$ cat src/dtcs_pkg.sv
// Shared types, codes and constants for the disk transfer CHS sequencer.
// Used by the divider, datapath, controller and top level; no dependencies.
package dtcs_pkg;

	// Parameter defaults
	localparam int CHUNK_BYTES_DEF = 32768;
	localparam int BLOCK_SHIFT_DEF = 10;

	// Width of the absolute sector number (32-bit block shifted by up to 7)
	localparam int LSEC_W = 39;
	localparam int DSR_W  = 16;

	// Request codes on the input channel
	localparam logic [2:0] CMD_READ     = 3'd0;
	localparam logic [2:0] CMD_WRITE    = 3'd1;
	localparam logic [2:0] CMD_FORMAT   = 3'd2;
	localparam logic [2:0] CMD_DONE_OK  = 3'd3;
	localparam logic [2:0] CMD_DONE_ERR = 3'd4;

	// Result kinds
	localparam logic [1:0] KIND_ISSUE  = 2'd0;
	localparam logic [1:0] KIND_FINISH = 2'd1;
	localparam logic [1:0] KIND_REJECT = 2'd2;

	// Controller opcodes
	localparam logic [1:0] OP_READ   = 2'd0;
	localparam logic [1:0] OP_WRITE  = 2'd1;
	localparam logic [1:0] OP_FORMAT = 2'd2;
	localparam logic [1:0] OP_VERIFY = 2'd3;

	// Configuration register indexes
	localparam logic [2:0] REG_HEADS    = 3'd0;
	localparam logic [2:0] REG_SPT      = 3'd1;
	localparam logic [2:0] REG_SEC_SH   = 3'd2;
	localparam logic [2:0] REG_BLK_SH   = 3'd3;
	localparam logic [2:0] REG_PART_SZ  = 3'd4;
	localparam logic [2:0] REG_PART_OFF = 3'd5;

	// Configuration reset values
	localparam logic [7:0]  RST_HEADS    = 8'd7;
	localparam logic [7:0]  RST_SPT      = 8'd18;
	localparam logic [3:0]  RST_SEC_SH   = 4'd10;
	localparam logic [2:0]  RST_BLK_SH   = 3'd0;
	localparam logic [31:0] RST_PART_SZ  = 32'd75737088;
	localparam logic [31:0] RST_PART_OFF = 32'd0;

	// Datapath operations issued by the controller
	localparam logic [3:0] DP_NONE        = 4'd0;
	localparam logic [3:0] DP_REJECT      = 4'd1;
	localparam logic [3:0] DP_FIN_PASTEND = 4'd2;
	localparam logic [3:0] DP_FIN_ZERO    = 4'd3;
	localparam logic [3:0] DP_FIN_ERR     = 4'd4;
	localparam logic [3:0] DP_FIN_OK      = 4'd5;
	localparam logic [3:0] DP_START_FMT   = 4'd6;
	localparam logic [3:0] DP_VERIFY      = 4'd7;
	localparam logic [3:0] DP_START_XFER  = 4'd8;
	localparam logic [3:0] DP_CHUNK_DONE  = 4'd9;
	localparam logic [3:0] DP_PREP        = 4'd10;
	localparam logic [3:0] DP_DIVB        = 4'd11;
	localparam logic [3:0] DP_ISSUE_FMT   = 4'd12;
	localparam logic [3:0] DP_ISSUE_CHUNK = 4'd13;
	localparam logic [3:0] DP_LOAD_OUT    = 4'd14;

	typedef struct packed {
		logic [2:0]  cmd;
		logic [21:0] block_number;
		logic [31:0] byte_count;
		logic [15:0] track_number;
		logic [7:0]  error_code;
	} in_t;

	typedef struct packed {
		logic [1:0]  kind;
		logic [1:0]  opcode;
		logic [15:0] cylinder;
		logic [7:0]  head;
		logic [15:0] sector;
		logic [15:0] sector_count;
		logic [31:0] buffer_offset;
		logic        failed;
		logic [7:0]  fail_code;
		logic [31:0] residual_bytes;
	} out_t;

	typedef struct packed {
		logic [3:0] op;
	} dp_cmd_t;

	typedef struct packed {
		logic active;
		logic format_mode;
		logic verify_phase;
		logic past_end;
		logic clip_zero;
		logic done_ge_rem;
		logic div_done;
	} dp_stat_t;

endpackage

$ cat src/disk_transfer_chs_sequencer.sv
// Disk transfer sequencer: block requests to cylinder/head/sector commands.
// Depends on dtcs_pkg, dtcs_ctrl, dtcs_datapath and dtcs_div.
//
// Usage:
//  - Input channel (in_valid/in_ready/in_data) takes read, write and format
//    requests and controller completions (done ok, done error).
//  - Output channel (out_valid/out_ready/out_data) gives one result per
//    request that has one: an issued command, a finish or a rejection.
//  - cfg_we/cfg_addr/cfg_wdata write the geometry and partition registers;
//    write them only while no request is in progress.
// Timing: one request at a time; in_ready is high only when the sequencer
//  is idle. An issued read/write chunk takes two passes of the
//  one-bit-per-cycle divider (cylinder, then head and sector); a format
//  or verify command one divider pass; a finish or rejection needs no
//  divider pass; an ignored completion gives no result.
// Reset: arst_n clears the state machine, the transfer flags and the output
//  valid, and loads the register reset geometry.
// Stall: a result sits in the output register until taken; the next request
//  is accepted meanwhile and its result waits for the register to free up.
module disk_transfer_chs_sequencer #(
	parameter int CHUNK_BYTES = dtcs_pkg::CHUNK_BYTES_DEF,
	parameter int BLOCK_SHIFT = dtcs_pkg::BLOCK_SHIFT_DEF
) (
	input  logic            clk,
	input  logic            arst_n,
	input  logic            in_valid,
	output logic            in_ready,
	input  dtcs_pkg::in_t   in_data,
	output logic            out_valid,
	input  logic            out_ready,
	output dtcs_pkg::out_t  out_data,
	input  logic            cfg_we,
	input  logic [2:0]      cfg_addr,
	input  logic [31:0]     cfg_wdata
);
	dtcs_pkg::dp_cmd_t  dp_cmd;
	dtcs_pkg::dp_stat_t dp_stat;

	dtcs_ctrl u_ctrl (
		.clk       (clk),
		.arst_n    (arst_n),
		.in_valid  (in_valid),
		.in_ready  (in_ready),
		.in_cmd    (in_data.cmd),
		.out_valid (out_valid),
		.out_ready (out_ready),
		.dp_stat   (dp_stat),
		.dp_cmd    (dp_cmd)
	);

	dtcs_datapath #(
		.CHUNK_BYTES (CHUNK_BYTES),
		.BLOCK_SHIFT (BLOCK_SHIFT)
	) u_dp (
		.clk       (clk),
		.arst_n    (arst_n),
		.cfg_we    (cfg_we),
		.cfg_addr  (cfg_addr),
		.cfg_wdata (cfg_wdata),
		.in_data   (in_data),
		.dp_cmd    (dp_cmd),
		.dp_stat   (dp_stat),
		.out_data  (out_data)
	);

endmodule

$ cat src/dtcs_div.sv
// Restoring divider, one quotient bit per cycle.
// Depends on dtcs_pkg for operand widths.
module dtcs_div (
	input  logic                         clk,
	input  logic                         arst_n,
	input  logic                         start,
	input  logic [dtcs_pkg::LSEC_W-1:0]  dividend,
	input  logic [dtcs_pkg::DSR_W-1:0]   divisor,
	output logic                         done,
	output logic [dtcs_pkg::LSEC_W-1:0]  quotient,
	output logic [dtcs_pkg::DSR_W-1:0]   remainder
);
	localparam int QW = dtcs_pkg::LSEC_W;
	localparam int RW = dtcs_pkg::DSR_W;
	localparam int CNW = $clog2(QW + 1);

	logic [QW-1:0]  dvd_q;
	logic [RW-1:0]  rem_q;
	logic [RW-1:0]  dsr_q;
	logic [CNW-1:0] cnt_q;
	logic           busy_q;
	logic           done_q;
	logic [RW:0]    trial;
	logic           ge;
	logic [RW:0]    diff;

	// One trial subtraction per cycle
	assign trial = {rem_q, dvd_q[QW-1]};
	assign ge    = trial >= {1'b0, dsr_q};
	assign diff  = trial - {1'b0, dsr_q};

	// Shift quotient bits in, hold when idle
	always_ff @(posedge clk or negedge arst_n) begin
		if (!arst_n) begin
			busy_q <= 1'b0;
			done_q <= 1'b0;
			cnt_q  <= '0;
		end else begin
			done_q <= 1'b0;
			if (start) begin
				busy_q <= 1'b1;
				cnt_q  <= CNW'(QW);
			end else if (busy_q) begin
				cnt_q <= cnt_q - 1'b1;
				if (cnt_q == CNW'(1)) begin
					busy_q <= 1'b0;
					done_q <= 1'b1;
				end
			end
		end
	end

	always_ff @(posedge clk) begin
		if (start) begin
			dvd_q <= dividend;
			rem_q <= '0;
			dsr_q <= divisor;
		end else if (busy_q) begin
			dvd_q <= {dvd_q[QW-2:0], ge};
			rem_q <= ge ? diff[RW-1:0] : trial[RW-1:0];
		end
	end

	assign done      = done_q;
	assign quotient  = dvd_q;
	assign remainder = rem_q;

endmodule

$ cat src/dtcs_datapath.sv
// Datapath: configuration, transfer state, address conversion and result registers.
// Depends on dtcs_pkg and dtcs_div.
module dtcs_datapath #(
	parameter int CHUNK_BYTES = dtcs_pkg::CHUNK_BYTES_DEF,
	parameter int BLOCK_SHIFT = dtcs_pkg::BLOCK_SHIFT_DEF
) (
	input  logic                clk,
	input  logic                arst_n,
	input  logic                cfg_we,
	input  logic [2:0]          cfg_addr,
	input  logic [31:0]         cfg_wdata,
	input  dtcs_pkg::in_t       in_data,
	input  dtcs_pkg::dp_cmd_t   dp_cmd,
	output dtcs_pkg::dp_stat_t  dp_stat,
	output dtcs_pkg::out_t      out_data
);
	localparam int SW   = 22 + BLOCK_SHIFT;
	localparam int CW   = (SW > 32) ? SW : 32;
	localparam int CBW  = $clog2(CHUNK_BYTES + 1);
	localparam int SUMW = CBW + 16;
	localparam int LW   = dtcs_pkg::LSEC_W;

	// Configuration registers
	logic [7:0]  heads_q, spt_q;
	logic [3:0]  sec_sh_q;
	logic [2:0]  blk_sh_q;
	logic [31:0] part_sz_q, part_off_q;

	// Transfer state
	logic        active_q, fmt_q, ver_q, wr_q;
	logic [15:0] trk_q;
	logic [31:0] blk_q;
	logic [32:0] rem_q;
	logic [15:0] csec_q;
	logic [31:0] coff_q;
	logic [15:0] cyl_q;
	dtcs_pkg::out_t res_q;
	dtcs_pkg::out_t res_n;
	logic           res_ld;
	dtcs_pkg::out_t out_q;

	// Combinational terms
	logic [7:0]    eff_h, eff_spt;
	logic [15:0]   spc;
	logic [CW-1:0] start_c, size_c;
	logic [31:0]   avail, clipped;
	logic          past_end;
	logic [32:0]   done_b;
	logic [CBW-1:0] nbytes;
	logic [SUMW-1:0] round_sum;
	logic [15:0]   csec_n;
	logic [LW-1:0] lsec;

	logic          div_start;
	logic [LW-1:0] div_dvd;
	logic [15:0]   div_dsr;
	logic          div_done;
	logic [LW-1:0] div_quo;
	logic [15:0]   div_rem;

	// Geometry with zero taken as one
	assign eff_h   = (heads_q == 8'd0) ? 8'd1 : heads_q;
	assign eff_spt = (spt_q == 8'd0) ? 8'd1 : spt_q;
	assign spc     = 16'(eff_h * eff_spt);

	// Partition clipping of a new request
	assign start_c  = CW'(in_data.block_number) << BLOCK_SHIFT;
	assign size_c   = CW'(part_sz_q);
	assign past_end = start_c >= size_c;
	assign avail    = 32'(size_c - start_c);
	assign clipped  = (in_data.byte_count > avail) ? avail : in_data.byte_count;

	// Bytes finished by the chunk in flight
	assign done_b = 33'(csec_q) << sec_sh_q;

	// Sector count of the next chunk, rounded up
	assign nbytes    = (rem_q < 33'(CHUNK_BYTES)) ? rem_q[CBW-1:0] : CBW'(CHUNK_BYTES);
	assign round_sum = SUMW'(nbytes) + ((SUMW'(1) << sec_sh_q) - SUMW'(1));
	assign csec_n    = 16'(round_sum >> sec_sh_q);

	assign lsec = LW'(blk_q) << blk_sh_q;

	// Divider operands: first pass cylinder (and head for a format), second pass head and sector
	always_comb begin
		div_start = 1'b0;
		div_dvd   = lsec;
		div_dsr   = spc;
		case (dp_cmd.op)
			dtcs_pkg::DP_PREP: begin
				div_start = 1'b1;
				if (fmt_q) begin
					div_dvd = LW'(trk_q);
					div_dsr = 16'(eff_h);
				end
			end
			dtcs_pkg::DP_DIVB: begin
				div_start = 1'b1;
				div_dvd   = LW'(div_rem);
				div_dsr   = 16'(eff_spt);
			end
			default: begin
				div_start = 1'b0;
			end
		endcase
	end

	dtcs_div u_div (
		.clk       (clk),
		.arst_n    (arst_n),
		.start     (div_start),
		.dividend  (div_dvd),
		.divisor   (div_dsr),
		.done      (div_done),
		.quotient  (div_quo),
		.remainder (div_rem)
	);

	// Configuration writes
	always_ff @(posedge clk or negedge arst_n) begin
		if (!arst_n) begin
			heads_q    <= dtcs_pkg::RST_HEADS;
			spt_q      <= dtcs_pkg::RST_SPT;
			sec_sh_q   <= dtcs_pkg::RST_SEC_SH;
			blk_sh_q   <= dtcs_pkg::RST_BLK_SH;
			part_sz_q  <= dtcs_pkg::RST_PART_SZ;
			part_off_q <= dtcs_pkg::RST_PART_OFF;
		end else if (cfg_we) begin
			case (cfg_addr)
				dtcs_pkg::REG_HEADS:    heads_q    <= cfg_wdata[7:0];
				dtcs_pkg::REG_SPT:      spt_q      <= cfg_wdata[7:0];
				dtcs_pkg::REG_SEC_SH:   sec_sh_q   <= cfg_wdata[3:0];
				dtcs_pkg::REG_BLK_SH:   blk_sh_q   <= cfg_wdata[2:0];
				dtcs_pkg::REG_PART_SZ:  part_sz_q  <= cfg_wdata;
				dtcs_pkg::REG_PART_OFF: part_off_q <= cfg_wdata;
				default: ;
			endcase
		end
	end

	// Mode flags
	always_ff @(posedge clk or negedge arst_n) begin
		if (!arst_n) begin
			active_q <= 1'b0;
			fmt_q    <= 1'b0;
			ver_q    <= 1'b0;
			wr_q     <= 1'b0;
		end else begin
			case (dp_cmd.op)
				dtcs_pkg::DP_START_FMT: begin
					active_q <= 1'b1;
					fmt_q    <= 1'b1;
					ver_q    <= 1'b0;
				end
				dtcs_pkg::DP_VERIFY: begin
					ver_q <= 1'b1;
				end
				dtcs_pkg::DP_START_XFER: begin
					active_q <= 1'b1;
					fmt_q    <= 1'b0;
					ver_q    <= 1'b0;
					wr_q     <= (in_data.cmd == dtcs_pkg::CMD_WRITE);
				end
				dtcs_pkg::DP_FIN_PASTEND, dtcs_pkg::DP_FIN_ZERO,
				dtcs_pkg::DP_FIN_ERR, dtcs_pkg::DP_FIN_OK: begin
					active_q <= 1'b0;
					fmt_q    <= 1'b0;
					ver_q    <= 1'b0;
				end
				default: ;
			endcase
		end
	end

	// Build the result for the operation at hand
	always_comb begin
		res_ld = 1'b1;
		res_n  = '0;
		case (dp_cmd.op)
			dtcs_pkg::DP_REJECT: begin
				res_n.kind = dtcs_pkg::KIND_REJECT;
			end
			dtcs_pkg::DP_FIN_PASTEND: begin
				res_n.kind           = dtcs_pkg::KIND_FINISH;
				res_n.residual_bytes = in_data.byte_count;
			end
			dtcs_pkg::DP_FIN_ZERO, dtcs_pkg::DP_FIN_OK: begin
				res_n.kind = dtcs_pkg::KIND_FINISH;
			end
			dtcs_pkg::DP_FIN_ERR: begin
				res_n.kind           = dtcs_pkg::KIND_FINISH;
				res_n.failed         = 1'b1;
				res_n.fail_code      = in_data.error_code;
				res_n.residual_bytes = fmt_q ? 32'd0 : rem_q[31:0];
			end
			dtcs_pkg::DP_ISSUE_FMT: begin
				res_n.kind         = dtcs_pkg::KIND_ISSUE;
				res_n.opcode       = ver_q ? dtcs_pkg::OP_VERIFY : dtcs_pkg::OP_FORMAT;
				res_n.cylinder     = div_quo[15:0];
				res_n.head         = div_rem[7:0];
				res_n.sector_count = 16'(heads_q);
			end
			dtcs_pkg::DP_ISSUE_CHUNK: begin
				res_n.kind          = dtcs_pkg::KIND_ISSUE;
				res_n.opcode        = wr_q ? dtcs_pkg::OP_WRITE : dtcs_pkg::OP_READ;
				res_n.cylinder      = cyl_q;
				res_n.head          = div_quo[7:0];
				res_n.sector        = div_rem;
				res_n.sector_count  = csec_q;
				res_n.buffer_offset = coff_q;
			end
			default: begin
				res_ld = 1'b0;
			end
		endcase
	end

	// Stage the result until the output register is free
	always_ff @(posedge clk) begin
		if (res_ld) begin
			res_q <= res_n;
		end
	end

	// Transfer state and output register
	always_ff @(posedge clk) begin
		case (dp_cmd.op)
			dtcs_pkg::DP_START_FMT: begin
				trk_q <= in_data.track_number;
			end
			dtcs_pkg::DP_START_XFER: begin
				blk_q  <= 32'(in_data.block_number) + (part_off_q >> BLOCK_SHIFT);
				rem_q  <= {1'b0, clipped};
				coff_q <= '0;
			end
			dtcs_pkg::DP_CHUNK_DONE: begin
				coff_q <= coff_q + done_b[31:0];
				blk_q  <= blk_q + 32'(csec_q >> blk_sh_q);
				rem_q  <= rem_q - done_b;
			end
			dtcs_pkg::DP_PREP: begin
				if (!fmt_q) begin
					csec_q <= csec_n;
				end
			end
			dtcs_pkg::DP_DIVB: begin
				cyl_q <= div_quo[15:0];
			end
			dtcs_pkg::DP_LOAD_OUT: begin
				out_q <= res_q;
			end
			default: ;
		endcase
	end

	assign dp_stat.active       = active_q;
	assign dp_stat.format_mode  = fmt_q;
	assign dp_stat.verify_phase = ver_q;
	assign dp_stat.past_end     = past_end;
	assign dp_stat.clip_zero    = (clipped == 32'd0);
	assign dp_stat.done_ge_rem  = done_b >= rem_q;
	assign dp_stat.div_done     = div_done;

	assign out_data = out_q;

endmodule

$ cat src/dtcs_ctrl.sv
// Controller state machine: request decode, divider sequencing, output register valid.
// Depends on dtcs_pkg; drives dtcs_datapath through dp_cmd.
module dtcs_ctrl (
	input  logic                clk,
	input  logic                arst_n,
	input  logic                in_valid,
	output logic                in_ready,
	input  logic [2:0]          in_cmd,
	output logic                out_valid,
	input  logic                out_ready,
	input  dtcs_pkg::dp_stat_t  dp_stat,
	output dtcs_pkg::dp_cmd_t   dp_cmd
);
	localparam logic [2:0] ST_IDLE = 3'd0;
	localparam logic [2:0] ST_PREP = 3'd1;
	localparam logic [2:0] ST_DIVA = 3'd2;
	localparam logic [2:0] ST_DIVB = 3'd3;
	localparam logic [2:0] ST_OUT  = 3'd4;

	logic [2:0] state_q, state_n;
	logic       out_valid_q;
	logic       accept;
	logic       out_free;
	logic [3:0] op;

	assign in_ready = (state_q == ST_IDLE);
	assign accept   = in_valid && in_ready;
	assign out_free = !out_valid_q || out_ready;

	// Decode requests and step through the conversion
	always_comb begin
		state_n = state_q;
		op      = dtcs_pkg::DP_NONE;
		case (state_q)
			ST_IDLE: begin
				if (accept) begin
					if (in_cmd == dtcs_pkg::CMD_READ || in_cmd == dtcs_pkg::CMD_WRITE ||
					    in_cmd == dtcs_pkg::CMD_FORMAT) begin
						if (dp_stat.active) begin
							op      = dtcs_pkg::DP_REJECT;
							state_n = ST_OUT;
						end else if (in_cmd == dtcs_pkg::CMD_FORMAT) begin
							op      = dtcs_pkg::DP_START_FMT;
							state_n = ST_PREP;
						end else if (dp_stat.past_end) begin
							op      = dtcs_pkg::DP_FIN_PASTEND;
							state_n = ST_OUT;
						end else if (dp_stat.clip_zero) begin
							op      = dtcs_pkg::DP_FIN_ZERO;
							state_n = ST_OUT;
						end else begin
							op      = dtcs_pkg::DP_START_XFER;
							state_n = ST_PREP;
						end
					end else if (dp_stat.active && in_cmd == dtcs_pkg::CMD_DONE_ERR) begin
						op      = dtcs_pkg::DP_FIN_ERR;
						state_n = ST_OUT;
					end else if (dp_stat.active && in_cmd == dtcs_pkg::CMD_DONE_OK) begin
						if (dp_stat.format_mode) begin
							if (dp_stat.verify_phase) begin
								op      = dtcs_pkg::DP_FIN_OK;
								state_n = ST_OUT;
							end else begin
								op      = dtcs_pkg::DP_VERIFY;
								state_n = ST_PREP;
							end
						end else if (dp_stat.done_ge_rem) begin
							op      = dtcs_pkg::DP_FIN_OK;
							state_n = ST_OUT;
						end else begin
							op      = dtcs_pkg::DP_CHUNK_DONE;
							state_n = ST_PREP;
						end
					end
				end
			end
			ST_PREP: begin
				op      = dtcs_pkg::DP_PREP;
				state_n = ST_DIVA;
			end
			ST_DIVA: begin
				if (dp_stat.div_done) begin
					if (dp_stat.format_mode) begin
						op      = dtcs_pkg::DP_ISSUE_FMT;
						state_n = ST_OUT;
					end else begin
						op      = dtcs_pkg::DP_DIVB;
						state_n = ST_DIVB;
					end
				end
			end
			ST_DIVB: begin
				if (dp_stat.div_done) begin
					op      = dtcs_pkg::DP_ISSUE_CHUNK;
					state_n = ST_OUT;
				end
			end
			ST_OUT: begin
				if (out_free) begin
					op      = dtcs_pkg::DP_LOAD_OUT;
					state_n = ST_IDLE;
				end
			end
			default: begin
				state_n = ST_IDLE;
			end
		endcase
	end

	// Advance state, hold the output valid until taken
	always_ff @(posedge clk or negedge arst_n) begin
		if (!arst_n) begin
			state_q     <= ST_IDLE;
			out_valid_q <= 1'b0;
		end else begin
			state_q <= state_n;
			if (op == dtcs_pkg::DP_LOAD_OUT) begin
				out_valid_q <= 1'b1;
			end else if (out_ready) begin
				out_valid_q <= 1'b0;
			end
		end
	end

	assign dp_cmd.op = op;
	assign out_valid = out_valid_q;

	// Never overwrite a result that is still waiting
	a_no_overwrite: assert property (@(posedge clk) disable iff (!arst_n)
		(op == dtcs_pkg::DP_LOAD_OUT) |-> (!out_valid_q || out_ready))
		else $error("result overwritten while stalled");

	// Divider completes only while a conversion is waiting for it
	a_div_owner: assert property (@(posedge clk) disable iff (!arst_n)
		dp_stat.div_done |-> (state_q == ST_DIVA || state_q == ST_DIVB))
		else $error("divider done outside conversion");

	// A request arriving while active is answered by a rejection
	a_reject: assert property (@(posedge clk) disable iff (!arst_n)
		(accept && dp_stat.active &&
		 (in_cmd == dtcs_pkg::CMD_READ || in_cmd == dtcs_pkg::CMD_WRITE ||
		  in_cmd == dtcs_pkg::CMD_FORMAT)) |=> (state_q == ST_OUT))
		else $error("busy request not rejected");

	// Second division pass is only used for read/write transfers
	a_divb_xfer: assert property (@(posedge clk) disable iff (!arst_n)
		(state_q == ST_DIVB) |-> !dp_stat.format_mode)
		else $error("format entered second division");

endmodule
$ cat config.mk
export PLATFORM = sky130hd
export DESIGN_NAME = disk_transfer_chs_sequencer
export DESIGN_NICKNAME = d
export VERILOG_FILES = /design/src/dtcs_pkg.sv /design/src/disk_transfer_chs_sequencer.sv /design/src/dtcs_div.sv /design/src/dtcs_datapath.sv /design/src/dtcs_ctrl.sv
export SDC_FILE = /design/constraint.sdc
export NUM_CORES = 1
export LEC_CHECK = 0
export BUFFER_PORTS_ARGS = -buffer_cell sky130_fd_sc_hd__buf_2
export CAP_MARGIN = 20
export CORE_ASPECT_RATIO = 1.5
export CORE_UTILIZATION = 29
export DETAILED_ROUTE_END_ITERATION = 12
export HOLD_SLACK_MARGIN = 0.1
export RECOVER_POWER = 25
export SYNTH_ARGS = -nofsm -noshare
export SYNTH_HDL_FRONTEND = slang
export SYNTH_SLANG_ARGS = --single-unit
$ cat constraint.sdc
create_clock -name clk -period 25.3 [get_ports clk]
set_clock_uncertainty 0.15 [all_clocks]
set_input_delay 1.265 -clock clk [delete_from_list [all_inputs] [get_ports clk]]
set_output_delay 1.265 -clock clk [all_outputs]
set_load 0.02 [all_outputs]
==> results.cfg, run 1 <==
[outcome]
outcome = finished, violations left
violations = max-capacitance violations, max-slew violations

[timing]
worstMarginPinSlew_ns = 3.84
max_freq_ghz = 0.112
hold_viol = 0
relSlewSlack = -1.56
final-setup-viol-count = 0
fin_ws_ns = 16.35
fin_setup_tns_ns = 0
rsz0062_at_grt = no
slew_violations = 163
min_period_over_period = 0.354
fin_crit_ns = 8.95

[power]
p_total_mw = 3.54
power_density_nw_per_um2 = 85.6
p_leak_nw = 16.7
ir_drop_uv = 64.8

[setup_path]
r2r-start = u_dp.part_sz_q[11]
crit_path_end_kind = flip-flop
cp_max_fo = 74
required_ns = 25.43
arrival_ns = 9.08
worstSetupStartpointType = input pin
critPathKind = in2reg
crit_start = in_data[56]

[grt]
grt_pass1_wl_um = 165000
grt-ovfl-total = 0
grt_max_degree = 130
antenna_found_initial = 29
gr-usage-all-layers = 0.173
grt_pass1_vias = 26700

[floorplanning]
io_pins = 256
row_count = 158
fp.dieW_um = 290
start_util = 0.292
design.core.area_um2 = 124000
die_h_um = 434
dieArea_um2 = 126000

[clocking]
cts_tree = done
cts_buffers = 66
clockBufferDepth = 3
clk-insertion-delay-late_ns = 0.67
path_clk_slew_ns = 0.06
cts_hold_buf = 0
root_buffer = clkbuf_16
cts-htree-levels = 3
ctsResizeCount = 0
cts_setup_buffers = 0
cts.sinks = 575

[layout]
stdcell_count = 5271
nNetsFinal = 4010
final_area_um2 = 41400
n_fill_cell = 12500
drive_gt1_frac = 0.156
area_growth_pct = 14.7

[routing]
drt-vias-per-instance = 5.15
drtIter0Drc = 1982
dr_total_vias = 27200
antenna_left = 0
route.detailed.drc = 0
drt_wl_total_um = 110000
wl_per_cell_um = 21.0
dr.pass1.iters = 6

[yosys]
synthArstFlopShare = 0.162
synth.largest_area_cell = edfxtp_1
ys_ff_latch = 575
synth_area_per_cell_um2 = 10.6
synth_flop_cell = edfxtp_1
ys.warnings.count = 0
ys_types = 91
ys_seq_area_frac = 0.461
syn_inst = 3408
yosysTopAreaCellShare = 0.387
ys_top_cells_by_area = edfxtp_1, ha_1, dfrtp_1
syn_area_um2 = 36100
syn_nets = 3811
synth-edff-count = 466
yosysMostFrequentCell = edfxtp_1
synth_common_cells = edfxtp_1, nand2_1, nor2_1

[place]
place_hpwl_um = 84700
place_area_um2 = 39100
place_ws_ns = 15.78
place_congestion = 0.940
dp.cells = 5137
io_buffers = 255

[worst_hold_path]
hold_class = reg2reg
min_from = u_dp.res_q[35]

[flow_run]
maxCapViolations = 4
-- sequential cells by signal (all words and copies together) (netlist names), 3 cells and up --
register and flops:
u_dp.u_div.remainder 16, u_dp.res_q 133, u_dp.spt_q 8, u_dp.cyl_q 16, u_dp.trk_q 16, u_dp.blk_sh_q 3, u_dp.coff_q 32, u_dp.part_off_q 22
u_dp.blk_q 32, u_dp.part_sz_q 32, u_dp.sec_sh_q 4, u_ctrl.state_q 3, u_dp.u_div.cnt_q 6, u_dp.out_data 133, u_dp.rem_q 33, u_dp.u_div.quotient 39
u_dp.u_div.dsr_q 16, u_dp.heads_q 8, u_dp.csec_q 16
-- critical path, stage by stage --
cell and delay (ns):
buf_2 0.11, ha_1 0.22, fa_1 0.40, nand2b_1 0.20, a21oi_1 0.25, nor3_2 0.10
nor4b_1 0.53, o31ai_1 0.15, a21oi_1 0.35, a311oi_2 0.25, ha_1 0.35, nand4_1 0.15
nor4_1 0.49, nand2_1 0.10, nor2_1 0.14, a22oi_2 0.09, buf_4 0.32, nor4b_1 0.38
and3_1 0.24, a31oi_2 0.20, o31ai_4 0.29, buf_4 0.38, o21ai_0 0.25, o21ai_4 0.19
buf_4 0.82, buf_4 0.71
-- cell type report --
type / instances / area [µm²] / area share
multi-input combinational: 2437 / 18000 / 0.434
sequential: 575 / 16700 / 0.402
tap: 1600 / 2000 / 0.0483
clock buffer: 75 / 1750 / 0.0422
timing repair buffer: 293 / 1550 / 0.0375
inverter: 234 / 878 / 0.0212
clock inverter: 44 / 553 / 0.0133
antenna: 13 / 32.5 / 0.000785
-- cells by family after synthesis --
family                   share of synthesized area
AO/OA/AOI/OAI                                0.145
multiplexers                                0.0767
XOR/XNOR                                    0.0352
adder cells (fa/ha/maj)                      0.107
buffers and inverters                       0.0422
flip-flops                                   0.461
AND/OR/NAND/NOR                              0.133
-- path summary, 6_finish.rpt --
check | slack, ns | endpoint | depth (start not counted)
setup / recovery | 16.35 | u_dp.res_q[22] | 26
hold / removal | 0.24 | u_dp.out_data[35] | 0
setup reg to reg | 16.68 | u_dp.res_q[22] | 25
hold reg to reg | 0.24 | u_dp.out_data[35] | 0
max in group asynchronous | 19.34 | u_dp.blk_sh_q[1] | 2
min in group asynchronous | 0.95 | u_dp.part_sz_q[24] | 1
-- cell usage in the layout (no fill, tap or decap), types with 16 or more instances in the layout --
cell       instances
a211oi_1          46
a21o_1            52
a21oi_1          206
a22o_1            71
a31oi_1           21
and2_1           117
and3_1            23
buf_2            243
buf_4             31
clkbuf_1          22
clkbuf_16         68
dfrtp_1           76
dfxtp_1           16
edfxtp_1         466
fa_1              43
ha_1             239
inv_1            231
mux2_2            88
mux2i_1          108
mux4_2            31
nand2_1          274
nand2b_1          24
nand3_1           58
nand4_1           21
nor2_1           246
nor2b_1           44
nor3_1            67
nor4_1            18
o21a_1            28
o21ai_0          174
o21bai_1          22
o2bb2ai_1         19
o31ai_1           27
or2_2             18
or3_1             28
xnor2_1           84
xor2_1            61
-- per-layer routing --
metal / vias to the layer above / global-route usage / wire length, µm
met5: - / 0 / 167
met4: 28 / 0.0946 / 5690
met3: 242 / 0.0349 / 6400
met2: 803 / 0.292 / 53000
met1: 13200 / 0.205 / 45200
li1: 12900 / - / -
-- where the power goes --
group	total, mW	internal, mW	switching [mW]
clock	1.02	0.589	0.429
sequential	1.12	1.08	0.0379
combinational	1.41	0.583	0.822
total	3.54	2.26	1.29
-- metrics by stage --
| step | util | hold slack, ns |
|---|---|---|
| floorplan | - | 0.250 |
| global placement | 0.317 | 0.251 |
| detailed placement | 0.317 | 0.255 |
| CTS | 0.335 | 0.238 |
| global route | 0.335 | 0.260 |
| finish | 0.335 | 0.241 |
Power figures use the tool's default switching activity.
==> run 2, diff against run 1 <==
==> constraint.sdc (replaced) <==
create_clock -name clk -period 7.91 [get_ports clk]
set_clock_uncertainty 0.15 [all_clocks]
set_input_delay 0.3955 -clock clk [delete_from_list [all_inputs] [get_ports clk]]
set_output_delay 0.3955 -clock clk [all_outputs]
set_load 0.02 [all_outputs]
==> results.cfg, run 2 (synthesis gave the netlist of run 1 again) <==
[floorplanning]
die_h_um = 434
row_count = 158
io_pins = 256
design.core.area_um2 = 124000
fp.dieW_um = 290
start_util = 0.292
dieArea_um2 = 126000

[timing]
slew_violations = 184
holdWs_ns = 0.194
worstMarginPinSlew_ns = 2.34
fin_crit_ns = 7.13
hold_viol = 0
max_freq_ghz = 0.140
rsz0062_at_grt = no
min_period_over_period = 0.902
fin_setup_tns_ns = 0
relSlewSlack = -0.560
final-setup-viol-count = 0

[grt]
grt_pass1_vias = 27100
grt_pass1_wl_um = 167000
grt_max_degree = 80
antenna_found_initial = 16
grt-ovfl-total = 0
gr-usage-all-layers = 0.173

[place]
io_buffers = 255
dp.cells = 5148
place_congestion = 0.925
place_hpwl_um = 84800

[clocking]
root_buffer = clkbuf_16
clk-insertion-delay-late_ns = 0.71
cts_setup_buffers = 0
clockBufferDepth = 3
cts-htree-levels = 2
cts_tree = done
path_clk_slew_ns = 0.07
cts.sinks = 575
cts_buffers = 61

[setup_path]
r2r-start = u_dp.part_sz_q[11]
r2r-end = u_dp.u_div.quotient[38]
critPathKind = reg2reg
r2r_slack_ns = 0.78
crit_path_end_kind = flip-flop
worstSetupStartpointType = flip-flop
required_ns = 8.12
arrival_ns = 7.34
rr_worst_depth = 24
cp_max_fo = 35

[layout]
area_growth_pct = 17.1
finish.utilization = 0.342
stdcell_count = 5374
drive_gt1_frac = 0.133
final_cell_mix = edfxtp_1, nand2_1, nor2_1, ha_1, inv_1
nNetsFinal = 4120
n_fill_cell = 12400
layout_commonest_cell = edfxtp_1

[outcome]
violations = max-capacitance violations, max-slew violations
outcome = finished, violations left

[worst_hold_path]
whs_path_depth = 4
hold_class = in2reg
min_from = in_data[60]
holdPathEnd = u_dp.blk_q[4]

[routing]
drt_wl_total_um = 112000
dr_total_vias = 27800
dr.pass1.iters = 6
route.detailed.drc = 0
wl_per_cell_um = 20.8
drt-vias-per-instance = 5.16
drtIter0Drc = 2005
antenna_left = 0

[power]
switchingPower_mw = 4.17
ir_drop_uv = 214
p_total_mw = 11.2
power_density_nw_per_um2 = 266
p_comb_frac = 0.406
p_leak_nw = 16.8
switching_share = 0.370
p_seq_frac = 0.321
p_int_mw = 7.08
p_clk_frac = 0.273

[flow_run]
maxCapViolations = 5
==> run 2: cell types whose count changed in the layout (fill, tap and decap cells not counted), sizes merged <==
cell | before | now
dlygate4sd3 | 0 | 103
diode | 13 | 4
clkbuf | 92 | 161
buf | 276 | 209
inv | 237 | 240
clkinvlp | 6 | 10
==> run 2: how the worst max path moves through the flow <==
stage,start,slack [ns],end
final,u_dp.part_sz_q[11],0.78,u_dp.u_div.quotient[38]
after global routing,u_dp.part_sz_q[11],0.43,u_dp.u_div.quotient[37]
after CTS,u_dp.part_sz_q[11],0.82,u_dp.u_div.quotient[38]
after detailed placement,in_data[56],0.70,u_dp.u_div.quotient[34]
after global placement,in_data[56],0.74,u_dp.u_div.quotient[38]
after floorplan,u_ctrl.state_q[2],0.0003,u_dp.res_q[0]
==> run 2: critical path: stages, from the launching register on <==
cell      delay, ns
dfstp_2        0.53
inv_1          0.06
fa_1           0.43
nand2b_1       0.20
a21oi_1        0.25
nor3_2         0.10
nor4b_1        0.46
o31ai_1        0.13
a21oi_1        0.29
a311oi_2       0.22
ha_1           0.35
nand4_1        0.15
nor4_1         0.48
a22oi_1        0.13
nand2_1        0.11
a22oi_2        0.09
nand2b_1       0.16
or4_1          0.40
o41a_1         0.46
o21bai_2       0.25
o21ba_4        0.27
nand2b_2       0.26
buf_4          0.36
nand2b_1       0.15
buf_4          0.33
==> run 2: power groups by stage <==
stage | Sequential [mW] | Combinational, mW | Clock, mW
finish | 3.61 | 4.57 | 3.07
CTS | 3.60 | 4.54 | 3.15
detailed placement | 3.67 | 4.45 | 0
global route | 3.62 | 5.07 | 3.25
floorplan | 3.56 | 3.45 | 0
global placement | 3.66 | 4.40 | 0
==> run 2: per-layer routing <==
layer	global-route usage	share of wire
met1	0.212	0.41
met2	0.292	0.47
met3	0.0268	0.058
met4	0.0891	0.053
met5	0	0.00099
==> run 2: repair_timing <==
| item | CTS | global route |
|---|---|---|
| endpoints found under the setup margin | 0 | 0 |
| hold endpoints to repair | 197 | 0 |
| resized for setup | 0 | 0 |
| hold buffers | 104 | 0 |
==> run 2: layout make-up <==
class                      count  area [µm²]  share of cell area
sequential                   575       16700               0.394
inverter                     234         878              0.0208
clock buffer                  65        1540              0.0365
timing repair buffer         408        2580              0.0611
tap                         1600        2000              0.0473
clock inverter                51         593              0.0140
multi-input combinational   2437       18000               0.426
antenna                        4        10.0            0.000237
==> run 2: per-stage QoR <==
stage                     setup WS [ns]  area, µm²
after global routing              0.431      42300
final                             0.778      42300
after floorplan                0.000310      36100
after detailed placement          0.704      39200
after global placement            0.735      39200
after CTS                         0.818      42400
